$ cat src/slaw_pkg.sv
// ----------------------------------------------------------------------------
// slaw_pkg
// Types and fixed constants shared by the spherical lens address warp.
// ----------------------------------------------------------------------------
package slaw_pkg;

    localparam int LENS_SIZE    = 60;
    localparam int LENS_HALF    = LENS_SIZE / 2;
    localparam int INSIDE_LIMIT = LENS_SIZE * LENS_SIZE / 4;
    localparam int SCREEN_WIDTH = 320;

    localparam int COORD_W    = 6;
    localparam int OFS_W      = COORD_W + 1;
    localparam int SQ_W       = 2 * COORD_W;
    localparam int D2_W       = SQ_W + 1;
    localparam int RAD_W      = 7;
    localparam int RAD2_W     = 2 * RAD_W;
    localparam int DEPTH_W    = 8;
    localparam int MAG_W      = DEPTH_W + COORD_W;
    localparam int LEFT_W     = 9;
    localparam int TOP_W      = 8;
    localparam int ADDR_W     = 16;
    localparam int CFG_DATA_W = 9;

    typedef enum logic [1:0] {
        CFG_LENS_LEFT     = 2'd0,
        CFG_LENS_TOP      = 2'd1,
        CFG_LENS_DEPTH    = 2'd2,
        CFG_SPHERE_RADIUS = 2'd3
    } t_cfg_idx;

    typedef struct packed {
        logic [COORD_W-1:0] column;
        logic [COORD_W-1:0] row;
    } t_in_item;

    typedef struct packed {
        logic              inside_res;
        logic [ADDR_W-1:0] source_address;
        logic [ADDR_W-1:0] target_address;
    } t_out_item;

    typedef struct packed {
        logic [COORD_W-1:0] column;
        logic [COORD_W-1:0] row;
        logic               in_lens;
        logic               neg_x;
        logic               neg_y;
    } t_side;

    typedef struct packed {
        t_side            side;
        logic [MAG_W-1:0] mag_x;
        logic [MAG_W-1:0] mag_y;
    } t_sq_side;

endpackage

$ cat src/slaw_addr.sv
// ----------------------------------------------------------------------------
// slaw_addr
// Two stages: signed displacement and screen coordinates, then
// row * SCREEN_WIDTH + column for the sample and draw addresses.
// ----------------------------------------------------------------------------
module slaw_addr
    import slaw_pkg::*;
#(
    parameter int FRAC_BITS = 8
) (
    input  logic                         i_clk,
    input  logic                         i_rst_n,
    input  logic                         i_en,
    input  logic                         i_vld,
    input  logic [MAG_W+FRAC_BITS-1:0]   i_quo_x,
    input  logic [MAG_W+FRAC_BITS-1:0]   i_quo_y,
    input  t_side                        i_side,
    input  logic [LEFT_W-1:0]            i_lens_left,
    input  logic [TOP_W-1:0]             i_lens_top,
    output logic                         o_vld,
    output t_out_item                    o_item
);

    logic [ADDR_W-1:0] w_dx;
    logic [ADDR_W-1:0] w_dy;
    logic [ADDR_W-1:0] w_left;
    logic [ADDR_W-1:0] w_top;

    logic              r_a_vld;
    logic              r_a_inside;
    logic [ADDR_W-1:0] r_a_sx;
    logic [ADDR_W-1:0] n_a_sx;
    logic [ADDR_W-1:0] r_a_sy;
    logic [ADDR_W-1:0] n_a_sy;
    logic [ADDR_W-1:0] r_a_tx;
    logic [ADDR_W-1:0] n_a_tx;
    logic [ADDR_W-1:0] r_a_ty;
    logic [ADDR_W-1:0] n_a_ty;

    logic              r_b_vld;
    t_out_item         r_b_item;
    t_out_item         n_b_item;

    always_comb begin
        w_dx   = i_side.neg_x ? ADDR_W'(-i_quo_x[ADDR_W-1:0]) : i_quo_x[ADDR_W-1:0];
        w_dy   = i_side.neg_y ? ADDR_W'(-i_quo_y[ADDR_W-1:0]) : i_quo_y[ADDR_W-1:0];
        w_left = ADDR_W'(i_lens_left);
        w_top  = ADDR_W'(i_lens_top);
        if (i_side.in_lens) begin
            n_a_sx = w_left + w_dx + ADDR_W'(LENS_HALF);
            n_a_sy = w_top + w_dy + ADDR_W'(LENS_HALF);
        end else begin
            n_a_sx = w_left + ADDR_W'(i_side.column);
            n_a_sy = w_top + ADDR_W'(i_side.row);
        end
        n_a_tx = w_left + ADDR_W'(LENS_SIZE - 1) - ADDR_W'(i_side.column);
        n_a_ty = w_top + ADDR_W'(LENS_SIZE - 1) - ADDR_W'(i_side.row);
    end

    always_comb begin
        n_b_item.inside_res     = r_a_inside;
        n_b_item.source_address = ADDR_W'(r_a_sy * ADDR_W'(SCREEN_WIDTH)) + r_a_sx;
        if (r_a_inside) begin
            n_b_item.target_address = ADDR_W'(r_a_ty * ADDR_W'(SCREEN_WIDTH)) + r_a_tx;
        end else begin
            n_b_item.target_address = '0;
        end
    end

    always_ff @(posedge i_clk) begin
        if (!i_rst_n) begin
            r_a_vld <= 1'b0;
            r_b_vld <= 1'b0;
        end else if (i_en) begin
            r_a_vld <= i_vld;
            r_b_vld <= r_a_vld;
        end
    end

    always_ff @(posedge i_clk) begin
        if (i_en) begin
            r_a_inside <= i_side.in_lens;
            r_a_sx     <= n_a_sx;
            r_a_sy     <= n_a_sy;
            r_a_tx     <= n_a_tx;
            r_a_ty     <= n_a_ty;
            r_b_item   <= n_b_item;
        end
    end

    assign o_vld  = r_b_vld;
    assign o_item = r_b_item;

endmodule

$ cat config.mk
export PLATFORM = sky130hd
export DESIGN_NAME = slaw_addr
export DESIGN_NICKNAME = d
export VERILOG_FILES = /design/src/slaw_pkg.sv /design/src/slaw_addr.sv
export SDC_FILE = /design/constraint.sdc
export NUM_CORES = 1
export LEC_CHECK = 0
export BUFFER_PORTS_ARGS = -buffer_cell sky130_fd_sc_hd__buf_2
export CAP_MARGIN = 40
export CORE_UTILIZATION = 58
export DETAILED_ROUTE_END_ITERATION = 10
export PLACE_DENSITY_LB_ADDON = 0.25
export SYNTH_ARGS = -nofsm -noshare
export SYNTH_HDL_FRONTEND = slang
export SYNTH_SLANG_ARGS = --single-unit
$ cat constraint.sdc
create_clock -name i_clk -period 4.4 [get_ports i_clk]
set_input_delay 1.32 -clock i_clk [delete_from_list [all_inputs] [get_ports i_clk]]
set_output_delay 1.32 -clock i_clk [all_outputs]
set_load 0.02 [all_outputs]
# After elaboration in Yosys (flattened, before gate mapping)
# Index checks and enable logic that the tools add are counted.
[classes]
div = 0
n_eq_ne = 0
muxes = 4
magnitude_cmp = 0
shifts = 0
addsub = 14
n_bitwise = 0
n_reduce_logical = 0
mul = 2
[op_table]
columns = ["op", "count"]
rows = [
  ["$mux 16", 4],
  ["$add 16x16->16", 2],
  ["$add 16x5->16 const B", 2],
  ["$mul 16x3->10 const B", 2],
  ["$neg 16->16", 2],
  ["$add 8x16->16", 1],
  ["$add 9x16->16", 1],
  ["$sub 10x6->11", 1],
  ["$add 9x6->10", 1],
  ["$add 9x6->10 const B", 1],
  ["$sub 9x6->10", 1],
  ["$add 8x6->9", 1],
  ["$add 8x6->9 const B", 1],
]
[totals]
mem_bits_ro = 0
latch_bits = 0
regBits = 100
mem_count = 0
in_bits = 80
ram_bits = 0

# Longest topological paths before layout
[logic_depth]
depth_word = 5
ltp_mapped = 14
mapped_depth_nobuf = 14

# Least setup slack after synthesis
# Ideal clock, no wire load.
[synth_timing]
kind = "input to register"
from = "input i_quo_x[3]"
to = "register r_a_sx[14], data pin"
setup_ps = 266
required_time_ps = 4134
path_stages = 13
t_arrival_ps = 3790
setup_slack_ps = 345
path_cell_list = "or3_1 > clkbuf_1 > or2_2 > nand2_1 > xnor2_1 > ha_1 > ha_1 > o21ai_0 > nand2b_1 > a41o_1 > o211ai_1 > xnor2_1 > nor2_1"
[synth_via]
elab_chain_len = 5
[synth_rtl]
columns = ["element", "line_no", "text"]
rows = [
  ["start: declaration", "slaw_addr.sv:15", "input logic [MAG_W+FRAC_BITS-1:0] i_quo_x,"],
  ["$neg 16->16", "slaw_addr.sv:45", "w_dx = i_side.neg_x ? ADDR_W'(-i_quo_x[ADDR_W-1:0]) : i_quo_x[ADDR_W-1:0];"],
  ["$mux 16 (*)", "slaw_addr.sv:45", ""],
  ["$add 9x16->16 (*)", "slaw_addr.sv:50", "n_a_sx = w_left + w_dx + ADDR_W'(LENS_HALF);"],
  ["$add 16x5->16 (*)", "slaw_addr.sv:50", ""],
  ["$mux 16 (*)", "slaw_addr.sv:49", "if (i_side.in_lens) begin"],
  ["end signal: assignment", "slaw_addr.sv:83", "r_a_sx <= n_a_sx;"],
  ["end: declaration", "slaw_addr.sv:31", "logic [ADDR_W-1:0] r_a_sx;"],
]
# Every way passes the cells marked *; elsewhere a longest branch is shown, timed or not.
# A chain may end at the register's enable or synchronous reset.

# Worst setup path after layout
[layout_timing]
from = "input i_quo_x[3]"
to = "register r_a_sx[15], data pin"
# Same word-level chain as after synthesis.

==> run metrics <==
dpl ws 32.1 ps; Inst Count DP a little under 1000; 1st-iter DRT viols 216; Crit Path Max Fanout 4; final wirelength about 14000 um; htree depth 3; syn_nets 925; TritonRoute pass-1 iters 4; ys async rst share 0; WP data required 4460 ps; RSZ-0062 raised after global routing false; worst setup margin 339 ps; Vias/cell 5.47; Non-Filler Instances 979; CP Launch Type input port; TritonCTS clock tree built; FMAX 0.246 GHz; most frequent cells in the layout ha_1 (126), buf_2 (94), edfxtp_1 (81); routability-driven placement congestion ratio between 0.8 and 0.9; Clock Tree Root clkbuf_16; first-pass GRT wire length between 20000 and 25000 um; setup TNS 0 ps; vias in the first global route between 5000 and 6000; Min Clock Period, post-route 4060 ps; Total GRT Usage 0.236; # clock sinks 83; I/O pin total 114; # hold bufs at CTS 0; VDD IR max 441 uV; CORE AREA 12100 um2; R2R cell count 11; clock skew 8.22 ps; Die Span X 114 um; DIE HEIGHT 114 um; outcome finished clean; antenna violations before repair 0; Post-CTS Resized 0; Pleak between 3 and 4 nW; hold slack 423 ps; kind of critical path in2reg; Die ar. around 13000 um2; antenna-violating nets left 0; EDFF count, synth 81; wire per inst 14.6 um; via count 5359; layout cells sized above 1 0.153; Residual DRC 0; Layout Nets 1022; final setup violation count 0; relative slew slack 0.446; Reg2Reg Setup Slack about 1200 ps; mapped cell area 7210 um2; later-pin clock latency in the skew report 340 ps; Setup Fix Bufs, Post-CTS 0; # port buffers 95; endpoints failing hold 0; Hold Path Stages 0; Setup crit end kind flop; Avg Synthesized Cell Area 10.2 um2; commonest non-fill, non-tap cell in the layout ha_1; Seq/Total Area, Yosys 0.343; Final Cycle Share 0.923; worst min-delay path class reg2reg; PwrDens 470 nW/um2; Area Growth Syn to Fin 13.7%; post-synthesis cell type count 56; Yosys Warn Count 0; CTS Buf Count 9; Max clock buf depth 2; total gr overflow 0; initial core utilization 0.598; Final HPWL DP between 10000 and 15000 um; r2r startpoint r_a_ty[1]; Mapped Cells 709; top_reg_cell synth edfxtp_1; WP data arrival about 4100 ps; pin count of the biggest net entering global routing 63; Clock transition at path regs 70 ps; worst slew pin tran 830 ps; Critical R2R Capture o_item[15]; min-delay src r_a_sx[0]; Max-Cap Viols 0; Slew Limit Fails 0; WHS Endpoint o_item[16]; Rows 40; diode count 0; #FFs+latches synth 83
-- sequential cells by signal (all words and copies together), names as in the netlist --
name,cells
r_a_vld,1
r_a_sx,16
r_a_tx,11
o_item,33
o_vld,1
r_a_sy,10
r_a_inside,1
r_a_ty,10
-- metal layers --
metal	up-vias	track usage	part of all wire
li1	2717	-	-
met1	2511	0.290	0.45
met2	107	0.425	0.50
met3	24	0.0298	0.028
met4	0	0.0868	0.020
met5	-	0	0
-- worst max-delay path by stage --
| stage | start | end | slack (ps) | cells past startpoint |
|---|---|---|---|---|
| floorplan | i_quo_x[3] | r_a_sx[14] | 340 | 13 |
| global placement | i_quo_x[3] | r_a_sx[15] | 90 | 12 |
| detailed placement | i_quo_x[3] | r_a_sx[14] | 30 | 12 |
| CTS | i_quo_x[3] | r_a_sx[15] | 390 | 12 |
| global route | i_quo_x[3] | r_a_sx[15] | 80 | 12 |
| finish | i_quo_x[3] | r_a_sx[15] | 340 | 12 |
-- cell families (layout without fill, tap and decap cells) --
| kind of cell | Yosys count | in the layout | synth area share |
|---|---|---|---|
| adders and majority gates | 136 | 136 | 0.246 |
| xor gates and xnor gates | 86 | 86 | 0.104 |
| and+or+nand+nor | 148 | 148 | 0.104 |
| DFF | 83 | 83 | 0.343 |
| muxes | 8 | 8 | 0.0113 |
| AOI/OAI and AO/OA | 157 | 157 | 0.144 |
| buffers and inverters | 91 | 193 | 0.0475 |
-- Yosys cell counts (2+ instances only) --
| cell type | instances | area, um2 |
|---|---|---|
| buf_1 | 2 | 7.51 |
| inv_1 | 79 | 297 |
| fa_1 | 10 | 200 |
| edfxtp_1 | 81 | 2430 |
| nand2b_1 | 8 | 50.1 |
| nor2_1 | 37 | 139 |
| o21ai_0 | 34 | 170 |
| a211oi_1 | 5 | 37.5 |
| a21o_1 | 14 | 105 |
| and2_1 | 11 | 68.8 |
| nor3_1 | 15 | 75.1 |
| dfxtp_1 | 2 | 40.0 |
| o31ai_1 | 9 | 67.6 |
| nand2_1 | 32 | 120 |
| nor3b_1 | 2 | 15.0 |
| mux2i_1 | 7 | 70.1 |
| nor2b_1 | 14 | 87.6 |
| o21bai_1 | 13 | 97.6 |
| o21a_1 | 10 | 75.1 |
| xor2_1 | 27 | 236 |
| clkbuf_1 | 9 | 33.8 |
| nand3_1 | 6 | 30.0 |
| a21boi_0 | 2 | 15.0 |
| xnor2_1 | 59 | 517 |
| or2_2 | 6 | 37.5 |
| o211ai_1 | 3 | 22.5 |
| a211o_1 | 3 | 26.3 |
| a21oi_1 | 38 | 190 |
| a31oi_1 | 5 | 31.3 |
| or3_1 | 6 | 37.5 |
| nand3b_1 | 4 | 30.0 |
| ha_1 | 126 | 1580 |
| o41ai_1 | 7 | 61.3 |
-- cell type report --
type,count,area [um2]
Fill cell,929,3860
Inverter,79,297
Clock inverter,7,76.3
Multi-Input combinational cell,535,4400
Tap cell,168,210
Timing Repair Buffer,98,520
Clock buffer,9,225
Sequential cell,83,2470
-- per-stage QoR --
stage / total power, mW / instance area [um2] / utilization
finish: 3.86 / 8200 / 0.680
global route: 4.14 / 8200 / 0.680
CTS: 3.87 / 8200 / 0.680
detailed placement: 3.06 / 7900 / 0.655
global placement: 2.98 / 7870 / 0.652
floorplan: 2.61 / 7210 / -
-- critical path, stage by stage --
cell,delay (ps)
buf_2,120
or3_1,420
or2_2,330
o21ai_0,190
xnor2_1,150
ha_1,260
ha_1,320
o21ai_0,140
o21ai_0,360
nand2_1,150
nor4_1,320
nor3_2,60
-- report_power, final --
group	leakage, nW	internal [mW]	switching, mW	total [mW]
combinational	2.75	0.839	1.06	1.90
clock	0.149	0.445	0.327	0.772
sequential	0.815	1.12	0.0632	1.19
total	3.72	2.41	1.45	3.86
Power figures use the tool's default switching activity.
