==> config.mk <==
export PLATFORM = sky130hd
export DESIGN_NAME = slaw_div
export DESIGN_NICKNAME = d
export VERILOG_FILES = /design/src/slaw_pkg.sv /design/src/slaw_div.sv
export SDC_FILE = /design/constraint.sdc
export NUM_CORES = 2
export LEC_CHECK = 0
export BUFFER_PORTS_ARGS = -buffer_cell sky130_fd_sc_hd__buf_4
export CAP_MARGIN = 30
export CORE_ASPECT_RATIO = 0.75
export CORE_UTILIZATION = 69
export DETAILED_ROUTE_END_ITERATION = 8
export PLACE_DENSITY = 0.85
export SLEW_MARGIN = 10
export SYNTH_ARGS = -nofsm -noshare
export SYNTH_HDL_FRONTEND = slang
export SYNTH_SLANG_ARGS = --single-unit
==> constraint.sdc <==
create_clock -name i_clk -period 7.8 [get_ports i_clk]
set_clock_uncertainty 0.1 [all_clocks]
set_input_delay 0 -clock i_clk [delete_from_list [all_inputs] [get_ports i_clk]]
set_output_delay 0 -clock i_clk [all_outputs]
set_load 0.02 [all_outputs]
==> src/slaw_pkg.sv <==
// ----------------------------------------------------------------------------
// slaw_pkg
// Types and fixed constants shared by the spherical lens address warp.
// ----------------------------------------------------------------------------
package slaw_pkg;

    localparam int LENS_SIZE    = 60;
    localparam int LENS_HALF    = LENS_SIZE / 2;
    localparam int INSIDE_LIMIT = LENS_SIZE * LENS_SIZE / 4;
    localparam int SCREEN_WIDTH = 320;

    localparam int COORD_W    = 6;
    localparam int OFS_W      = COORD_W + 1;
    localparam int SQ_W       = 2 * COORD_W;
    localparam int D2_W       = SQ_W + 1;
    localparam int RAD_W      = 7;
    localparam int RAD2_W     = 2 * RAD_W;
    localparam int DEPTH_W    = 8;
    localparam int MAG_W      = DEPTH_W + COORD_W;
    localparam int LEFT_W     = 9;
    localparam int TOP_W      = 8;
    localparam int ADDR_W     = 16;
    localparam int CFG_DATA_W = 9;

    typedef enum logic [1:0] {
        CFG_LENS_LEFT     = 2'd0,
        CFG_LENS_TOP      = 2'd1,
        CFG_LENS_DEPTH    = 2'd2,
        CFG_SPHERE_RADIUS = 2'd3
    } t_cfg_idx;

    typedef struct packed {
        logic [COORD_W-1:0] column;
        logic [COORD_W-1:0] row;
    } t_in_item;

    typedef struct packed {
        logic              inside_res;
        logic [ADDR_W-1:0] source_address;
        logic [ADDR_W-1:0] target_address;
    } t_out_item;

    typedef struct packed {
        logic [COORD_W-1:0] column;
        logic [COORD_W-1:0] row;
        logic               in_lens;
        logic               neg_x;
        logic               neg_y;
    } t_side;

    typedef struct packed {
        t_side            side;
        logic [MAG_W-1:0] mag_x;
        logic [MAG_W-1:0] mag_y;
    } t_sq_side;

endpackage

==> src/slaw_div.sv <==
// ----------------------------------------------------------------------------
// slaw_div
// Pipelined restoring divider, two lanes (x and y) sharing one divisor,
// one quotient bit per stage. Quotient = floor(mag * 2^FRAC_BITS / den).
// ----------------------------------------------------------------------------
module slaw_div
    import slaw_pkg::*;
#(
    parameter int FRAC_BITS = 8
) (
    input  logic                         i_clk,
    input  logic                         i_rst_n,
    input  logic                         i_en,
    input  logic                         i_vld,
    input  logic [RAD_W+FRAC_BITS-1:0]   i_den,
    input  logic [MAG_W-1:0]             i_mag_x,
    input  logic [MAG_W-1:0]             i_mag_y,
    input  t_side                        i_side,
    output logic                         o_vld,
    output logic [MAG_W+FRAC_BITS-1:0]   o_quo_x,
    output logic [MAG_W+FRAC_BITS-1:0]   o_quo_y,
    output t_side                        o_side
);

    localparam int DEN_W = RAD_W + FRAC_BITS;
    localparam int NUM_W = MAG_W + FRAC_BITS;
    localparam int LANES = 2;

    logic [NUM_W-1:0] r_vld;
    logic [DEN_W-1:0] r_den [NUM_W];
    t_side            r_side [NUM_W];
    logic [DEN_W-1:0] r_rem [NUM_W][LANES];
    logic [DEN_W-1:0] n_rem [NUM_W][LANES];
    logic [NUM_W-1:0] r_num [NUM_W][LANES];
    logic [NUM_W-1:0] n_num [NUM_W][LANES];

    logic [DEN_W-1:0] w_src_den  [NUM_W];
    t_side            w_src_side [NUM_W];
    logic [DEN_W-1:0] w_src_rem  [NUM_W][LANES];
    logic [NUM_W-1:0] w_src_num  [NUM_W][LANES];
    logic [DEN_W:0]   w_tmp      [NUM_W][LANES];

    always_comb begin
        w_src_den[0]    = i_den;
        w_src_side[0]   = i_side;
        w_src_rem[0][0] = '0;
        w_src_rem[0][1] = '0;
        w_src_num[0][0] = {i_mag_x, {FRAC_BITS{1'b0}}};
        w_src_num[0][1] = {i_mag_y, {FRAC_BITS{1'b0}}};
        for (int k = 1; k < NUM_W; k++) begin
            w_src_den[k]  = r_den[k-1];
            w_src_side[k] = r_side[k-1];
            for (int l = 0; l < LANES; l++) begin
                w_src_rem[k][l] = r_rem[k-1][l];
                w_src_num[k][l] = r_num[k-1][l];
            end
        end
    end

    always_comb begin
        for (int k = 0; k < NUM_W; k++) begin
            for (int l = 0; l < LANES; l++) begin
                w_tmp[k][l] = {w_src_rem[k][l], w_src_num[k][l][NUM_W-1]};
                if (w_tmp[k][l] >= {1'b0, w_src_den[k]}) begin
                    n_rem[k][l] = DEN_W'(w_tmp[k][l] - {1'b0, w_src_den[k]});
                    n_num[k][l] = {w_src_num[k][l][NUM_W-2:0], 1'b1};
                end else begin
                    n_rem[k][l] = DEN_W'(w_tmp[k][l]);
                    n_num[k][l] = {w_src_num[k][l][NUM_W-2:0], 1'b0};
                end
            end
        end
    end

    always_ff @(posedge i_clk) begin
        if (!i_rst_n) begin
            r_vld <= '0;
        end else if (i_en) begin
            r_vld <= {r_vld[NUM_W-2:0], i_vld};
        end
    end

    always_ff @(posedge i_clk) begin
        if (i_en) begin
            for (int k = 0; k < NUM_W; k++) begin
                r_den[k]  <= w_src_den[k];
                r_side[k] <= w_src_side[k];
                for (int l = 0; l < LANES; l++) begin
                    r_rem[k][l] <= n_rem[k][l];
                    r_num[k][l] <= n_num[k][l];
                end
            end
        end
    end

    assign o_vld   = r_vld[NUM_W-1];
    assign o_quo_x = r_num[NUM_W-1][0];
    assign o_quo_y = r_num[NUM_W-1][1];
    assign o_side  = r_side[NUM_W-1];

endmodule

Yosys cells after proc, flatten, opt, wreduce, memory -nomap -nowiden
Memory sizes are Yosys's and may differ from the RTL's.
Index checks and enable logic that the tools add are counted.
Widths: inputs -> output; s select.
{"block": "op_classes", "n_lt_le_gt_ge": 44, "addsub": 44, "mux": 90}
{"op": "$ge 16x15->1", "count": 42}
{"op": "$mux 15", "count": 44}
{"op": "$sub 15x15->15", "count": 42}
{"op": "$mux 1", "count": 46}
{"op": "$ge 1x15->1", "count": 2}
{"op": "$sub 1x15->15", "count": 2}
{"block": "word_totals", "out_inout_bits": 60, "ramBits": 2288, "memories": 4, "ff_bits": 22, "inputBits": 62}
{"name": "r_num", "words": 22, "width": 44, "rd": 22, "rd_clocked_by_memory_dff": 0, "write_ports": 22, "line_no": "slaw_div.sv:34", "source": "logic [NUM_W-1:0] r_num [NUM_W][LANES];"}
{"name": "r_rem", "words": 22, "width": 30, "rd": 21, "rd_clocked_by_memory_dff": 0, "write_ports": 22, "line_no": "slaw_div.sv:32", "source": "logic [DEN_W-1:0] r_rem [NUM_W][LANES];"}
{"name": "r_den", "words": 22, "width": 15, "rd": 21, "rd_clocked_by_memory_dff": 0, "write_ports": 22, "line_no": "slaw_div.sv:30", "source": "logic [DEN_W-1:0] r_den [NUM_W];"}
{"name": "r_side", "words": 22, "width": 15, "rd": 22, "rd_clocked_by_memory_dff": 0, "write_ports": 22, "line_no": "slaw_div.sv:31", "source": "t_side r_side [NUM_W];"}

Logic depth before layout (Yosys ltp)
An unclocked memory read counts as a cell.
{"block": "depth", "word_depth": 3, "depth_mapped": 13, "depth_no_buf": 11}

Worst setup path after synthesis
OpenSTA, ideal clock, no wires.
{"block": "synth_path", "path_kind": "register to register", "start": "mem r_den[2][30] in the netlist's numbering", "end": "mem r_rem[2][111] in the netlist's numbering (data pin)", "stages_incl_launch_ff": 12, "arrival_time_ns": 2.797, "path_slack_ns": 4.643, "t_required_ns": 7.440, "period_less_slack_ns": 3.157, "cell_sequence": "edfxtp_1 > inv_1 > fa_1 > a211oi_1 > o21ai_0 > a211oi_1 > o21ai_0 > a21o_1 > a21o_1 > a21boi_2 > buf_2 > mux2_2"}
{"element": "start: declaration", "line_no": "slaw_div.sv:30"}
{"element": "end: declaration", "line_no": "slaw_div.sv:32"}

==> flow_summary_export.csv <==
group,metric,value,unit
status,status,"complete, no violations",
layout,drive_above_1_share,10.56,%
drt,vias_per_cell,6.313,
clock_network,cts.clk_slew.worst_paths,0.06,ns
sta,drv_slew,0,
sta,period_share,48.94,%
sta,finalHoldViolations,0,
sta,slew_headroom,22.68,%
clock_network,cts_buffers,182,
clock_network,cts_tree,"yes",
worst_hold_path,worstHoldPathType,"in -> reg",
sta,timing.final.crit_period,3.817,ns
layout,final_nets,8332,
placement,post_dp_cell_area,0.09952,sq mm
global_routing,met1_usage,43.34,%
drt,ant_nets,0,
critical_path,critPathTopFamily,"compound AO/OA/AOI/OAI gates",
placement,io_buffers,121,
clock_network,cts_sinks,1985,
critical_path,timing.critical_path.fanout_max,15,
placement,gp_congestion,0.9598,
critical_path,critical_path.max_stage_delay,0.68,ns
job,drv_cap,0,
sta,setup_violations,0,
sta,worst_pin_slew,1.160,ns
clock_network,cts_max_level,4,
critical_path,start_kind,"flip-flop",
global_routing,grt_pass1_wl,330800,microns
synthesis,ys_seq_elements,1985,
critical_path,required,8.26,ns
placement,dp_slack,3.877,ns
layout,postLayoutCellArea,0.1070,sq mm
synthesis,synth_area_per_cell,13.29,sq um
floorplanning,core_area,0.1383,sq mm
layout,fin_cells,9611,
floorplanning,die_area,0.1413,sq mm
global_routing,grtUsageMet3,5.418,%
global_routing,gr-usage-all-layers,30.29,%
drt,drtPass1Iterations,6,
floorplanning,die_w,433.7,microns
global_routing,met2_usage,47.85,%
critical_path,cp_cell_sequence,"inv_1 > fa_1 > a211oi_1 > o21ai_0 > a211oi_1 > o21ai_0 > a21o_1 > a21o_1 > a21boi_2 > mux2_2",
global_routing,grt_pass1_vias,58840,
sta,worst_slack,3.983,ns
placement,hpwlAfterDp,150000,microns
drt,finalWirelength,215600,microns
synthesis,synth_edf_count,1963,
global_routing,grt_max_degree,203,
drt,wl_per_cell,22.43,microns
critical_path,slowest_stage,"a21boi_2",
synthesis,synth_area,0.09646,sq mm
synthesis,ys_types,88,
global_routing,grt-busiest-layer,"met2",
synthesis,ys_seq_area_share,61.57,%
sta,fmaxAchievable,262.0,MHz
pwr,power,43.02,mW
sta,rsz0062_at_grt,"no",
synthesis,ys_warn_count,0,
clock_network,clkLatencyLatePin,0.84,ns
drt,dr.first_iter.drc_count,7134,
critical_path,path_class,"reg -> reg",
pwr,irDropWorstVdd,0.0003244,V
synthesis,syn-num-nets,7994,
floorplanning,die-height,325.8,microns
floorplanning,boundaryPins,122,
floorplanning,start_util,69.73,%
placement,placedCellCount,9138,
layout,area_delta_synth_final,10.92,%
clock_network,cts_buffer_depth,3,
drt,drc,0,
drt,via_count,60680,
synthesis,netlist_instances,7260,
synthesis,async_flop_share,0,%
clock_network,cts-root-buf,"clkbuf_16",
critical_path,end_kind,"flip-flop",
pwr,powerDensity,402.1,mW/mm^2
global_routing,grt.overflow.total,0,
pwr,total_leakage_power,41.14,nW
critical_path,crit_buf_inv,1,
critical_path,arrival,4.28,ns
global_routing,antenna_found_initial,7,
floorplanning,rows,118,
sta,tns,0,ns
synthesis,synth_ff_type,"edfxtp_1",
clock_network,cts_resized,0,
-- synthesized netlist by cell type (all sizes together), types with 23 or more instances --
cell type	count	area, sq um
edfxtp	1963	58950
ha	632	7908
inv	507	1903
a21oi	492	2470
o21ai	422	2112
nor2	402	1509
nand2	343	1287
mux2	304	3468
xnor2	247	2163
a21o	190	1426
xor2	163	1428
nor2b	156	975.9
o21a	117	878.3
nor3	115	591.8
clkbuf	85	319.1
nand2b	76	475.5
nand3	74	370.4
nand4	66	412.9
a31oi	64	440.4
a211oi	55	412.9
buf	55	330.3
o31ai	53	402.9
mux2i	49	490.5
fa	40	800.8
o31a	39	341.6
and2	37	231.5
o21bai	37	277.8
or2	37	231.5
o211ai	32	240.2
and3	31	193.9
or3	28	175.2
a2111oi	25	219.0
a41oi	23	201.4
o22ai	23	143.9
-- sequential cells by signal, summed over array words and instances (netlist names) --
signal	flops
r_rem	630
r_side	330
r_vld	22
r_den	315
r_num	688
-- repair_timing --
action                    CTS  global route
hold buffers              121             0
hold endpoints to repair  235             0
setup buffers               0             0
-- through the flow --
step,hold WS [ns],util (%)
2_1_floorplan,-0.001131,-
3_3_place_gp,0.07884,71.88
3_5_place_dp,0.07954,71.94
4_1_cts,0.01440,77.16
5_1_grt,0.05948,77.33
6_report,0.04923,77.34
-- placed cells by master (no fill, tap or decap), drive strengths merged, types with 28 or more instances in the layout --
cell type and count:
a211oi 55, a21o 190, a21oi 492, a31oi 64, and2 37, and3 31, buf 171, clkbuf 225
clkinv 64, dlygate4sd3 121, edfxtp 1963, fa 40, ha 632, inv 511, mux2 304, mux2i 49
nand2 343, nand2b 76, nand3 74, nand4 66, nor2 402, nor2b 156, nor3 115, o211ai 32
o21a 117, o21ai 422, o21bai 37, o31a 39, o31ai 53, or2 37, or3 28, xnor2 247
xor2 163
-- tightest hold or removal path: stages --
cell	delay (ns)
dlygate4sd3_1	0.53
buf_4	0.10
inv_1	0.04
mux2i_1	0.17
-- area by class of cell --
type	count	area, sq um
clock buffer	224	4776
inverter	507	1903
antenna	7	17.52
timing repair buffer	294	2763
tap	1860	2327
fill	8185	31350
clock inverter	106	1241
sequential	1985	59390
multi-input combinational	4628	34580
-- worst paths after layout --
path                      from             to  slack [ns]  cells after the start
setup / recovery  r_den[2][30]  r_rem[2][117]        3.98                     10
hold / removal     i_mag_x[13]   r_rem[0][15]        0.05                      4
setup reg to reg  r_den[2][30]  r_rem[2][117]        3.98                     10
hold reg to reg   r_side[1][8]  r_side[1][23]        0.31                      0
-- cells by family after synthesis --
| logic type | count (synthesis) | synth area share (%) |
|---|---|---|
| adders and majority gates | 672 | 9.028 |
| muxes | 353 | 4.104 |
| DFF | 1985 | 61.57 |
| AOI/OAI and AO/OA | 1750 | 11.61 |
| and+or+nand+nor | 1443 | 7.318 |
| buffers and inverters | 647 | 2.646 |
| xor gates and xnor gates | 410 | 3.723 |
-- routing by layer --
layer  wire length, microns  up-vias  part of all wire [%]
met5                     13        -                0.0060
met4                   6257        2                   2.9
met3                  16920      487                   7.8
met2                  99930     2642                    46
met1                  92430    29430                    43
li1                       -    28110                     -
-- where the power goes --
group	switching [mW]	leakage [nW]	total (mW)	internal (mW)
combinational	9.74	18.9	17.3	7.55
sequential	1.63	19.3	16.7	15.1
clock	3.98	2.86	9.04	5.05
Power figures use the tool's default switching activity.
