[src/slaw_pkg.sv]
// ----------------------------------------------------------------------------
// slaw_pkg
// Types and fixed constants shared by the spherical lens address warp.
// ----------------------------------------------------------------------------
package slaw_pkg;

    localparam int LENS_SIZE    = 60;
    localparam int LENS_HALF    = LENS_SIZE / 2;
    localparam int INSIDE_LIMIT = LENS_SIZE * LENS_SIZE / 4;
    localparam int SCREEN_WIDTH = 320;

    localparam int COORD_W    = 6;
    localparam int OFS_W      = COORD_W + 1;
    localparam int SQ_W       = 2 * COORD_W;
    localparam int D2_W       = SQ_W + 1;
    localparam int RAD_W      = 7;
    localparam int RAD2_W     = 2 * RAD_W;
    localparam int DEPTH_W    = 8;
    localparam int MAG_W      = DEPTH_W + COORD_W;
    localparam int LEFT_W     = 9;
    localparam int TOP_W      = 8;
    localparam int ADDR_W     = 16;
    localparam int CFG_DATA_W = 9;

    typedef enum logic [1:0] {
        CFG_LENS_LEFT     = 2'd0,
        CFG_LENS_TOP      = 2'd1,
        CFG_LENS_DEPTH    = 2'd2,
        CFG_SPHERE_RADIUS = 2'd3
    } t_cfg_idx;

    typedef struct packed {
        logic [COORD_W-1:0] column;
        logic [COORD_W-1:0] row;
    } t_in_item;

    typedef struct packed {
        logic              inside_res;
        logic [ADDR_W-1:0] source_address;
        logic [ADDR_W-1:0] target_address;
    } t_out_item;

    typedef struct packed {
        logic [COORD_W-1:0] column;
        logic [COORD_W-1:0] row;
        logic               in_lens;
        logic               neg_x;
        logic               neg_y;
    } t_side;

    typedef struct packed {
        t_side            side;
        logic [MAG_W-1:0] mag_x;
        logic [MAG_W-1:0] mag_y;
    } t_sq_side;

endpackage

[src/slaw_sqrt.sv]
// ----------------------------------------------------------------------------
// slaw_sqrt
// Pipelined digit-by-digit square root, one result bit per stage.
// Root of diff * 4^FRAC_BITS, i.e. sqrt(diff) with FRAC_BITS fraction bits.
// ----------------------------------------------------------------------------
module slaw_sqrt
    import slaw_pkg::*;
#(
    parameter int FRAC_BITS = 8
) (
    input  logic                             i_clk,
    input  logic                             i_rst_n,
    input  logic                             i_en,
    input  logic                             i_vld,
    input  logic [RAD2_W-1:0]                i_diff,
    input  t_sq_side                         i_side,
    output logic                             o_vld,
    output logic [RAD_W+FRAC_BITS-1:0]       o_root,
    output t_sq_side                         o_side
);

    localparam int ROOT_W  = RAD_W + FRAC_BITS;
    localparam int RADIC_W = 2 * ROOT_W;
    localparam int REM_W   = ROOT_W + 2;
    localparam int TMP_W   = REM_W + 2;

    logic [ROOT_W-1:0]  r_vld;
    logic [REM_W-1:0]   r_rem     [ROOT_W];
    logic [REM_W-1:0]   n_rem     [ROOT_W];
    logic [ROOT_W-1:0]  r_root    [ROOT_W];
    logic [ROOT_W-1:0]  n_root    [ROOT_W];
    logic [RADIC_W-1:0] r_radic   [ROOT_W];
    logic [RADIC_W-1:0] n_radic   [ROOT_W];
    t_sq_side           r_side    [ROOT_W];

    logic [REM_W-1:0]   w_src_rem   [ROOT_W];
    logic [ROOT_W-1:0]  w_src_root  [ROOT_W];
    logic [RADIC_W-1:0] w_src_radic [ROOT_W];
    t_sq_side           w_src_side  [ROOT_W];
    logic [TMP_W-1:0]   w_tmp       [ROOT_W];
    logic [TMP_W-1:0]   w_trial     [ROOT_W];

    always_comb begin
        w_src_rem[0]   = '0;
        w_src_root[0]  = '0;
        w_src_radic[0] = {i_diff, {(2*FRAC_BITS){1'b0}}};
        w_src_side[0]  = i_side;
        for (int k = 1; k < ROOT_W; k++) begin
            w_src_rem[k]   = r_rem[k-1];
            w_src_root[k]  = r_root[k-1];
            w_src_radic[k] = r_radic[k-1];
            w_src_side[k]  = r_side[k-1];
        end
    end

    always_comb begin
        for (int k = 0; k < ROOT_W; k++) begin
            w_tmp[k]   = {w_src_rem[k], w_src_radic[k][RADIC_W-1 -: 2]};
            w_trial[k] = TMP_W'({w_src_root[k], 2'b01});
            if (w_tmp[k] >= w_trial[k]) begin
                n_rem[k]  = REM_W'(w_tmp[k] - w_trial[k]);
                n_root[k] = {w_src_root[k][ROOT_W-2:0], 1'b1};
            end else begin
                n_rem[k]  = REM_W'(w_tmp[k]);
                n_root[k] = {w_src_root[k][ROOT_W-2:0], 1'b0};
            end
            n_radic[k] = {w_src_radic[k][RADIC_W-3:0], 2'b00};
        end
    end

    always_ff @(posedge i_clk) begin
        if (!i_rst_n) begin
            r_vld <= '0;
        end else if (i_en) begin
            r_vld <= {r_vld[ROOT_W-2:0], i_vld};
        end
    end

    always_ff @(posedge i_clk) begin
        if (i_en) begin
            for (int k = 0; k < ROOT_W; k++) begin
                r_rem[k]   <= n_rem[k];
                r_root[k]  <= n_root[k];
                r_radic[k] <= n_radic[k];
                r_side[k]  <= w_src_side[k];
            end
        end
    end

    assign o_vld  = r_vld[ROOT_W-1];
    assign o_root = r_root[ROOT_W-1];
    assign o_side = r_side[ROOT_W-1];

endmodule

[config.mk]
export PLATFORM = sky130hd
export DESIGN_NAME = slaw_sqrt
export DESIGN_NICKNAME = d
export VERILOG_FILES = /design/src/slaw_pkg.sv /design/src/slaw_sqrt.sv
export SDC_FILE = /design/constraint.sdc
export NUM_CORES = 1
export LEC_CHECK = 0
export BUFFER_PORTS_ARGS = -buffer_cell sky130_fd_sc_hd__buf_4
export CAP_MARGIN = 20
export CORE_MARGIN = 2
export CORE_UTILIZATION = 37
export CTS_CLUSTER_SIZE = 10
export DETAILED_ROUTE_END_ITERATION = 7
export GPL_ROUTABILITY_DRIVEN = 0
export PLACE_DENSITY_LB_ADDON = 0.1
export SLEW_MARGIN = 20
export SYNTH_ARGS = -nofsm -noshare
export SYNTH_HDL_FRONTEND = slang
export SYNTH_SLANG_ARGS = --single-unit
[constraint.sdc]
create_clock -name i_clk -period 8.79 [get_ports i_clk]
set_clock_uncertainty 0.15 [all_clocks]
set_input_delay 0.879 -clock i_clk [delete_from_list [all_inputs] [get_ports i_clk]]
set_output_delay 0.879 -clock i_clk [all_outputs]
set_load 0.01 [all_outputs]
Word-level counts from Yosys, hierarchy flattened --
Memories as Yosys holds them, arrays and structs flattened. Index checks and enable logic that the tools add are counted.
Word-level totals: bits in registers 15, RAM bits 1545, input bits 61, output and inout port bits 59, logic and storage cells 67, memories 4
Operators by class: add/sub/neg operators 15, magnitude comparators 15, muxes and demuxes 32
Memory list:
- r_side | depth 15, bits a word 43, rd ports 15, clocked after memory_dff 0, write ports 15, line slaw_sqrt.sv:34 | t_sq_side r_side [ROOT_W];
- r_radic | depth 15, bits a word 28, rd ports 14, clocked after memory_dff 0, write ports 15, line slaw_sqrt.sv:32 | logic [RADIC_W-1:0] r_radic [ROOT_W];
- r_rem | depth 15, bits a word 17, rd ports 14, clocked after memory_dff 0, write ports 15, line slaw_sqrt.sv:28 | logic [REM_W-1:0] r_rem [ROOT_W];
- r_root | depth 15, bits a word 15, rd ports 15, clocked after memory_dff 0, write ports 15, line slaw_sqrt.sv:30 | logic [ROOT_W-1:0] r_root [ROOT_W];
Operator list (number):
- 19-bit by 17-bit greater-or-equal comparator with 1-bit output | 14
- 17-bit 2-to-1 mux | 15
- 17-bit subtractor | 14
- 1-bit 2-to-1 mux | 17
- 2-bit by 1-bit subtractor with 3-bit output, second input constant | 1
- 2-bit by 1-bit greater-or-equal comparator with 1-bit output, second input constant | 1

Depth between registers and ports, before layout --
Gate-level depths: netlist of run 1. An unclocked memory read counts as a cell.
depth after elaboration 3, gate-level depth with buffers 11, gate-level depth less buffers 11

Worst setup path after synthesis of run 1 --
No wires, ideal clock.
path kind reg2reg, start point mem r_rem[1][0] (netlist name), end point mem r_rem[1][31] (netlist name) (data pin), library setup time 0.260 ns, arrival time 2.438 ns, required time 8.380 ns, slack 5.943 ns, stages on the path, launching flop included 10, path buffers 0, clock period less this slack 2.847 ns, cells stage by stage edfxtp_1 > ha_1 > fa_1 > a211oi_1 > nor2_1 > o31ai_1 > nand2b_1 > a21o_1 > a21oi_1 > mux2_2
RTL lines (line):
- from (decl) | slaw_sqrt.sv:28

==> results.py, run 1 <==
metrics = {
    "critical_path": {
        "crit_start": "r_rem[1][34]",
        "r2r_cells": 8,
        "endpoint_kind": "flip-flop",
        "arrival_ns": 3.50,
        "critPathCapture": "r_rem[1][67]",
        "path_max_fanout": 5,
        "timing.setup.critical_path_class": "reg -> reg",
        "r2r_setup_slack_ns": 5.58,
        "startpoint_type": "flip-flop",
        "timing.rr.start": "r_rem[1][34]",
        "rr_endpoint": "r_rem[1][67]",
        "required_ns": 9.08,
    },
    "final_layout": {
        "fillers": 9296,
        "finalNonFillerCells": 3904,
        "seq_area_um2": 30900,
        "fin_nets": 2654,
        "antennaDiodeCount": 0,
        "multi_input_area_um2": 7570,
        "area_delta_synth_final_pct": 14.3,
        "final_layout_size_suffix_gt1_share_pct": 13.2,
        "stdcell_area_um2": 45100,
    },
    "power_and_ir_drop": {
        "ir_drop_mv": 0.155,
        "report.power.total_w": 0.0111,
        "power_density_nw_per_um2": 246,
        "leakage_nw": 16.3,
    },
    "logic_synthesis": {
        "ys.flop_type": "edfxtp_1",
        "ys_top_cells_by_count": "edfxtp_1 (1020), inv_1 (145), ha_1 (120), nor2_1 (105), nand2_1 (92)",
        "ys_ff_latch": 1035,
        "synthesis.nets": 2467,
        "yosysWarnings": 0,
        "ys_types": 82,
        "seq_area_frac_synth_pct": 78.3,
        "yosysMostFrequentCell": "edfxtp_1",
        "async_flop_share_pct": 0,
        "synth_top_area_cell": "edfxtp_1",
        "synthTopCellsByArea": "edfxtp_1 (78%), ha_1 (3.8%), xor2_1 (1.6%), inv_1 (1.4%), xnor2_1 (1.3%)",
        "syn_inst": 2279,
        "synth_area_per_cell_um2": 17.3,
        "synth_top_area_share_pct": 77.6,
        "synth_area_um2": 39500,
        "synth-edff-count": 1020,
    },
    "worst_hold_path": {
        "hp-class": "in -> reg",
    },
    "placement": {
        "placed_area_um2": 41800,
        "dpl.cell_count": 3737,
        "port_buffers": 119,
        "dp_hpwl_mm": 33.0,
        "post-place-ws_ns": 5.30,
    },
    "routing": {
        "routed_wl_mm": 55.3,
        "drc": 0,
        "drtAntennaViolNets": 0,
        "drtIter0Drc": 1045,
        "wl_per_cell_um": 14.2,
        "num_vias": 18000,
        "viasPerCell": 4.62,
        "dr.pass1.iters": 6,
    },
    "timing": {
        "setup_tns_ns": 0,
        "hold_viol": 0,
        "fin_crit_ns": 3.21,
        "rsz0062_at_grt": "no",
        "worst_slew_pin_slew_ns": 1.11,
        "finalCritPeriodShare_pct": 36.5,
        "setup_ws_ns": 5.58,
        "fmax_mhz": 312,
        "report.final.slew_viol_count": 0,
        "setup_viol": 0,
        "relSlewSlack_pct": 26.0,
    },
    "clock_network": {
        "clockRootBuffer": "clkbuf_16",
        "ctsResizeCount": 0,
        "clk_pin_slew_ns": 0.06,
        "clock-sinks": 1035,
        "cts_tree": "yes",
        "clk_latency_ns": 0.68,
        "htree_levels": 3,
        "clock_path_buffers": 3,
        "ctsHoldBuffers": 0,
        "cts_buffers": 118,
        "postCtsSetupBuffers": 0,
    },
    "floorplanning": {
        "die_x_um": 331,
        "core-area_um2": 106000,
        "die-area_um2": 109000,
        "pin_count": 120,
        "fp.dieH_um": 331,
        "num_rows": 119,
        "floorplan.initialDensity_pct": 37.4,
    },
    "global_routing": {
        "overflow": 0,
        "grt_max_degree": 189,
        "grt_pass1_vias": 18700,
        "grt_pass1_wl_mm": 91.1,
        "grtUsageTotal_pct": 10.1,
        "grt_antenna_before_repair": 0,
    },
    "run_status": {
        "status": "complete, no violations",
    },
    "job": {
        "maxCapViolCount": 0,
    },
}
-- final cells by class --
type / instances / area share (%)
Sequential cell: 1035 / 68.5
Timing Repair Buffer: 131 / 2.31
Tap cell: 1391 / 3.86
Clock buffer: 144 / 6.81
Inverter: 146 / 1.21
Multi-Input combinational cell: 1034 / 16.8
Clock inverter: 23 / 0.505
-- cells by family (layout without fill, tap and decap cells) --
family	count (synthesis)	in the layout	synth area share (%)
XOR/XNOR	128	128	2.84
buffers and inverters	210	444	2.49
AO/OA/AOI/OAI	278	278	4.45
other	1	1	0.00950
multiplexers	73	73	2.09
flip-flops	1035	1035	78.3
AND/OR/NAND/NOR	427	427	5.63
adder cells (fa/ha/maj)	127	127	4.16
-- sequential cells by signal (all words and copies together) (netlist names) --
register / flops
r_rem: 213
r_radic: 42
r_side: 645
r_root: 120
r_vld: 15
-- metrics by stage --
stage	hold slack, ns	util (%)
2_1_floorplan	0.250	-
3_3_place_gp	0.250	39.6
3_5_place_dp	0.255	39.6
4_1_cts	0.137	42.8
5_1_grt	0.144	42.8
6_report	0.206	42.8
-- cells in the final DEF (no fill, tap or decap), drive strengths merged, types with 26 or more instances in the layout --
cell / n
nor2b: 32
nand2: 92
edfxtp: 1020
nor4: 26
o21ai: 75
mux2: 50
ha: 120
inv: 147
a21oi: 80
nor3: 51
clkbuf: 144
buf: 131
o21a: 28
nand2b: 27
xor2: 71
nor2: 105
xnor2: 57
-- how the worst min path moves through the flow --
stage                               from         endpoint  slack [ns]  depth (start not counted)
final                          i_diff[8]   r_radic[0][24]        0.21                          1
after global placement     r_side[1][25]    r_side[1][68]        0.25                          0
after CTS                      i_diff[6]   r_radic[0][22]        0.14                          1
after floorplan           r_radic[0][76]  r_radic[0][106]        0.25                          0
after global routing          i_side[36]    r_side[0][36]        0.14                          1
after detailed placement   r_side[0][83]   r_side[0][126]        0.25                          0
-- critical path, stage by stage, from the launching register on --
cell       delay (ns)
edfxtp_1         0.46
ha_1             0.27
fa_1             0.41
a21oi_1          0.23
nor2_1           0.10
o31ai_1          0.52
o2111ai_1        0.27
or3_1            0.38
a21o_1           0.19
-- routing by layer --
metal	GRT usage (%)	up-vias	wire, um
li1	-	8908	-
met1	11.8	8712	23600
met2	17.4	281	27400
met3	2.79	133	2380
met4	4.44	0	1940
met5	0	-	0
-- power by group --
group	internal (W)	switching, W	total (W)
clock	0.00246	0.00180	0.00426
combinational	0.000349	0.000440	0.000789
sequential	0.00588	0.000158	0.00604
No activity file was read; power rests on OpenSTA's default activity.
==> run 2: changes to the inputs <==
--- a/config.mk
+++ b/config.mk
@@ -5,6 +5,7 @@
 export SDC_FILE = /design/constraint.sdc
 export NUM_CORES = 1
 export LEC_CHECK = 0
+export ABC_AREA = 1
 export BUFFER_PORTS_ARGS = -buffer_cell sky130_fd_sc_hd__buf_4
 export CAP_MARGIN = 20
 export CORE_MARGIN = 2
==> constraint.sdc (replaced) <==
create_clock -name i_clk -period 3.35 [get_ports i_clk]
set_clock_uncertainty 0.15 [all_clocks]
set_input_delay 0.335 -clock i_clk [delete_from_list [all_inputs] [get_ports i_clk]]
set_output_delay 0.335 -clock i_clk [all_outputs]
set_load 0.01 [all_outputs]
==> run 2 against run 1 <==
Via count increased by 29%. Critical path depth decreased by 1. Combinational power increased to 3.7 times the previous value. Clock power increased to 2.7 times the previous value. First-iteration DRC count increased by 40%. Final area increased by 9.4%. Maximum frequency increased by 18%. Non-clock buffer count increased by 102. Setup slack got worse by 4.9 ns. Clock-buffer cell count increased by 22. Critical endpoint is now r_rem[0][124].
==> results.py, run 2 <==
metrics = {
    "run_status": {
        "status": "complete, no violations",
    },
    "floorplanning": {
        "core-area_um2": 114000,
        "die-area_um2": 117000,
        "die_x_um": 342,
        "floorplan.initialDensity_pct": 37.1,
        "fp.dieH_um": 342,
        "num_rows": 124,
        "pin_count": 120,
    },
    "global_routing": {
        "grtUsageTotal_pct": 12.5,
        "grt_pass1_wl_mm": 118,
        "grt_max_degree": 109,
        "grt_antenna_before_repair": 0,
        "overflow": 0,
        "grt_pass1_vias": 22800,
    },
    "clock_network": {
        "clock_path_buffers": 3,
        "cts_tree": "yes",
        "clockRootBuffer": "clkbuf_16",
        "clk_latency_ns": 0.72,
        "cts_buffers": 120,
        "ctsResizeCount": 0,
        "htree_levels": 3,
        "clock-sinks": 1035,
        "clk_pin_slew_ns": 0.06,
    },
    "critical_path": {
        "timing.rr.start": "r_rem[0][108]",
        "rr_endpoint": "r_rem[0][124]",
        "required_ns": 3.57,
        "cpLargestDelayFamily": "simple AND/OR/NAND/NOR gates",
        "crit_path_cell_trace": "ha_1 > inv_1 > o21bai_1 > nor2_1 > nand3_1 > nor2_1 > o21ai_0",
        "cpMaxStageDelayCell": "nor2_1",
        "timing.setup.critical_path_class": "reg -> reg",
        "path_buf_inv": 1,
        "r2r_setup_slack_ns": 0.64,
        "r2r_cells": 7,
        "cp_common_cell": "nor2_1",
        "max_stage_delay_ns": 0.66,
        "endpoint_kind": "flip-flop",
        "path_max_fanout": 12,
        "startpoint_type": "flip-flop",
        "arrival_ns": 2.93,
    },
    "logic_synthesis": {
        "synth_top_family_by_area": "simple AND/OR/NAND/NOR gates",
        "synthTopCellsByArea": "edfxtp_1 (72%), nand2_1 (7.6%), inv_1 (4.1%), ha_1 (3.6%), nand3_1 (2.7%)",
        "async_flop_share_pct": 0,
        "synth-simple-area-share_pct": 14.3,
        "synthesis.nets": 3532,
        "synth-edff-count": 1020,
        "yosysMostFrequentCell": "edfxtp_1",
        "seq_area_frac_synth_pct": 73.2,
        "ys_types": 44,
        "ys_top_cells_by_count": "edfxtp_1 (1020), nand2_1 (852), inv_1 (464), nand3_1 (232), nor2_1 (210)",
        "synthXorXnorAreaFrac_pct": 1.47,
        "syn_inst": 3344,
        "synthMuxAreaShare_pct": 0,
        "synth-compound-area-share_pct": 1.87,
        "ys_ff_latch": 1035,
        "synth_fa_ha_area_share_pct": 3.88,
        "synth_top_area_share_pct": 72.4,
        "synth_area_per_cell_um2": 12.6,
        "synth_top_area_cell": "edfxtp_1",
        "ys.flop_type": "edfxtp_1",
        "synth_area_um2": 42300,
        "yosysWarnings": 0,
    },
    "timing": {
        "fin_crit_ns": 2.71,
        "rsz0062_at_grt": "no",
        "setup_tns_ns": 0,
        "hold_viol": 0,
        "fin_hold_ws_ns": 0.179,
        "fmax_mhz": 369,
        "finalCritPeriodShare_pct": 80.9,
        "report.final.slew_viol_count": 0,
        "worst_slew_pin_slew_ns": 0.841,
        "setup_viol": 0,
        "relSlewSlack_pct": 43.7,
    },
    "routing": {
        "dr.pass1.iters": 5,
        "num_vias": 23200,
        "viasPerCell": 4.45,
        "wl_per_cell_um": 14.1,
        "routed_wl_mm": 73.4,
        "drc": 0,
        "drtAntennaViolNets": 0,
        "drtIter0Drc": 1463,
    },
    "final_layout": {
        "largest_register": "r_side",
        "fin_nets": 3820,
        "final_layout_size_suffix_gt1_share_pct": 9.67,
        "largest_reg_flops": 645,
        "largestRegisters": "r_side x645, r_rem x213, r_root x120",
        "stdcell_area_um2": 49400,
        "area_delta_synth_final_pct": 16.8,
        "final_common_cell": "edfxtp_1",
        "mostFrequentLayoutCells": "edfxtp_1 (1020), nand2_1 (852), inv_1 (464)",
    },
    "power_and_ir_drop": {
        "leakage_nw": 20.1,
        "ir_drop_mv": 0.392,
        "power_density_nw_per_um2": 618,
    },
    "worst_hold_path": {
        "hold_path_depth": 2,
        "min-delay-start": "i_diff[9]",
        "hp-class": "in -> reg",
        "holdPathEnd": "r_radic[0][25]",
    },
    "placement": {
        "dp_hpwl_mm": 49.6,
        "port_buffers": 119,
        "placed_area_um2": 45200,
    },
    "job": {
        "maxCapViolCount": 0,
    },
}
-- run 2: cell count changes after synthesis, sizes merged, moves of 28 or more --
cell,previous run,this run
mux2,50,0
xnor2,57,22
nand2,92,861
o21a,28,0
nand4,5,53
nand3,21,235
nor2,105,220
nor2b,32,0
inv,146,466
-- run 2: kinds of logic (layout without fill, tap and decap cells) --
family	Yosys count	in the layout
AND/OR/NAND/NOR	1427	1427
flip-flops	1035	1035
buffers and inverters	533	891
AO/OA/AOI/OAI	150	150
adder cells (fa/ha/maj)	127	127
XOR/XNOR	71	71
other	1	2
-- run 2: metal layers --
layer  track usage (%)  up-vias  part of all wire (%)  routed length (um)
li1                  -    11900                     -                   -
met1              16.9    10800                    47               34400
met2              20.4      353                    47               34300
met3              2.26      134                   3.7                2720
met4              4.45        0                   2.7                2010
met5                 0        -                     0                   0
-- run 2: worst reg2reg max path, delay by kind of cell (launching register included) --
| kind | cells | cell delay [ns] |
|---|---|---|
| flip-flops | 1 | 0.39 |
| AO/OA/AOI/OAI | 2 | 0.28 |
| adder cells (fa/ha/maj) | 1 | 0.33 |
| AND/OR/NAND/NOR | 3 | 1.10 |
| buffers and inverters | 1 | 0.10 |
-- run 2: layout make-up --
cell class	instances	area [um2]
Timing Repair Buffer	233	2150
Clock inverter	26	310
Multi-Input combinational cell	1776	9110
Clock buffer	166	3220
Antenna cell	1	2.50
Inverter	466	1750
Sequential cell	1035	30900
Fill cell	10600	64500
Tap cell	1512	1890
-- run 2: how the worst max path moves through the flow --
stage	cells after the start	to	start	slack (ns)
finish	7	r_rem[0][124]	r_rem[0][108]	0.64
global route	7	r_rem[0][124]	r_rem[0][108]	0.31
CTS	7	r_rem[0][124]	r_rem[0][108]	0.62
detailed placement	8	r_rem[0][135]	r_root[0][96]	0.71
global placement	8	r_rem[0][125]	r_root[0][96]	0.72
floorplan	8	r_rem[0][55]	r_rem[0][36]	1.29
-- run 2: power by group --
part | leakage, nW | internal (W) | switching [W]
combinational | 8.42 | 0.00106 | 0.00188
clock | 1.71 | 0.00685 | 0.00488
sequential | 9.94 | 0.0154 | 0.000423
total | 20.1 | 0.0233 | 0.00718
-- run 2: through the flow --
step	util, %	instances	worst slack [ns]	power (W)
2_1_floorplan	-	3344	1.29	0.0179
3_3_place_gp	39.7	4960	0.721	0.0190
3_5_place_dp	39.7	4960	0.707	0.0190
4_1_cts	43.3	5214	0.621	0.0311
5_1_grt	43.3	5214	0.307	0.0321
6_report	43.3	5215	0.639	0.0305
-- run 2: timing repair --
item	in CTS	in global routing
endpoints found under the hold margin	107	0
setup buffers	0	0
hold buffers	62	0
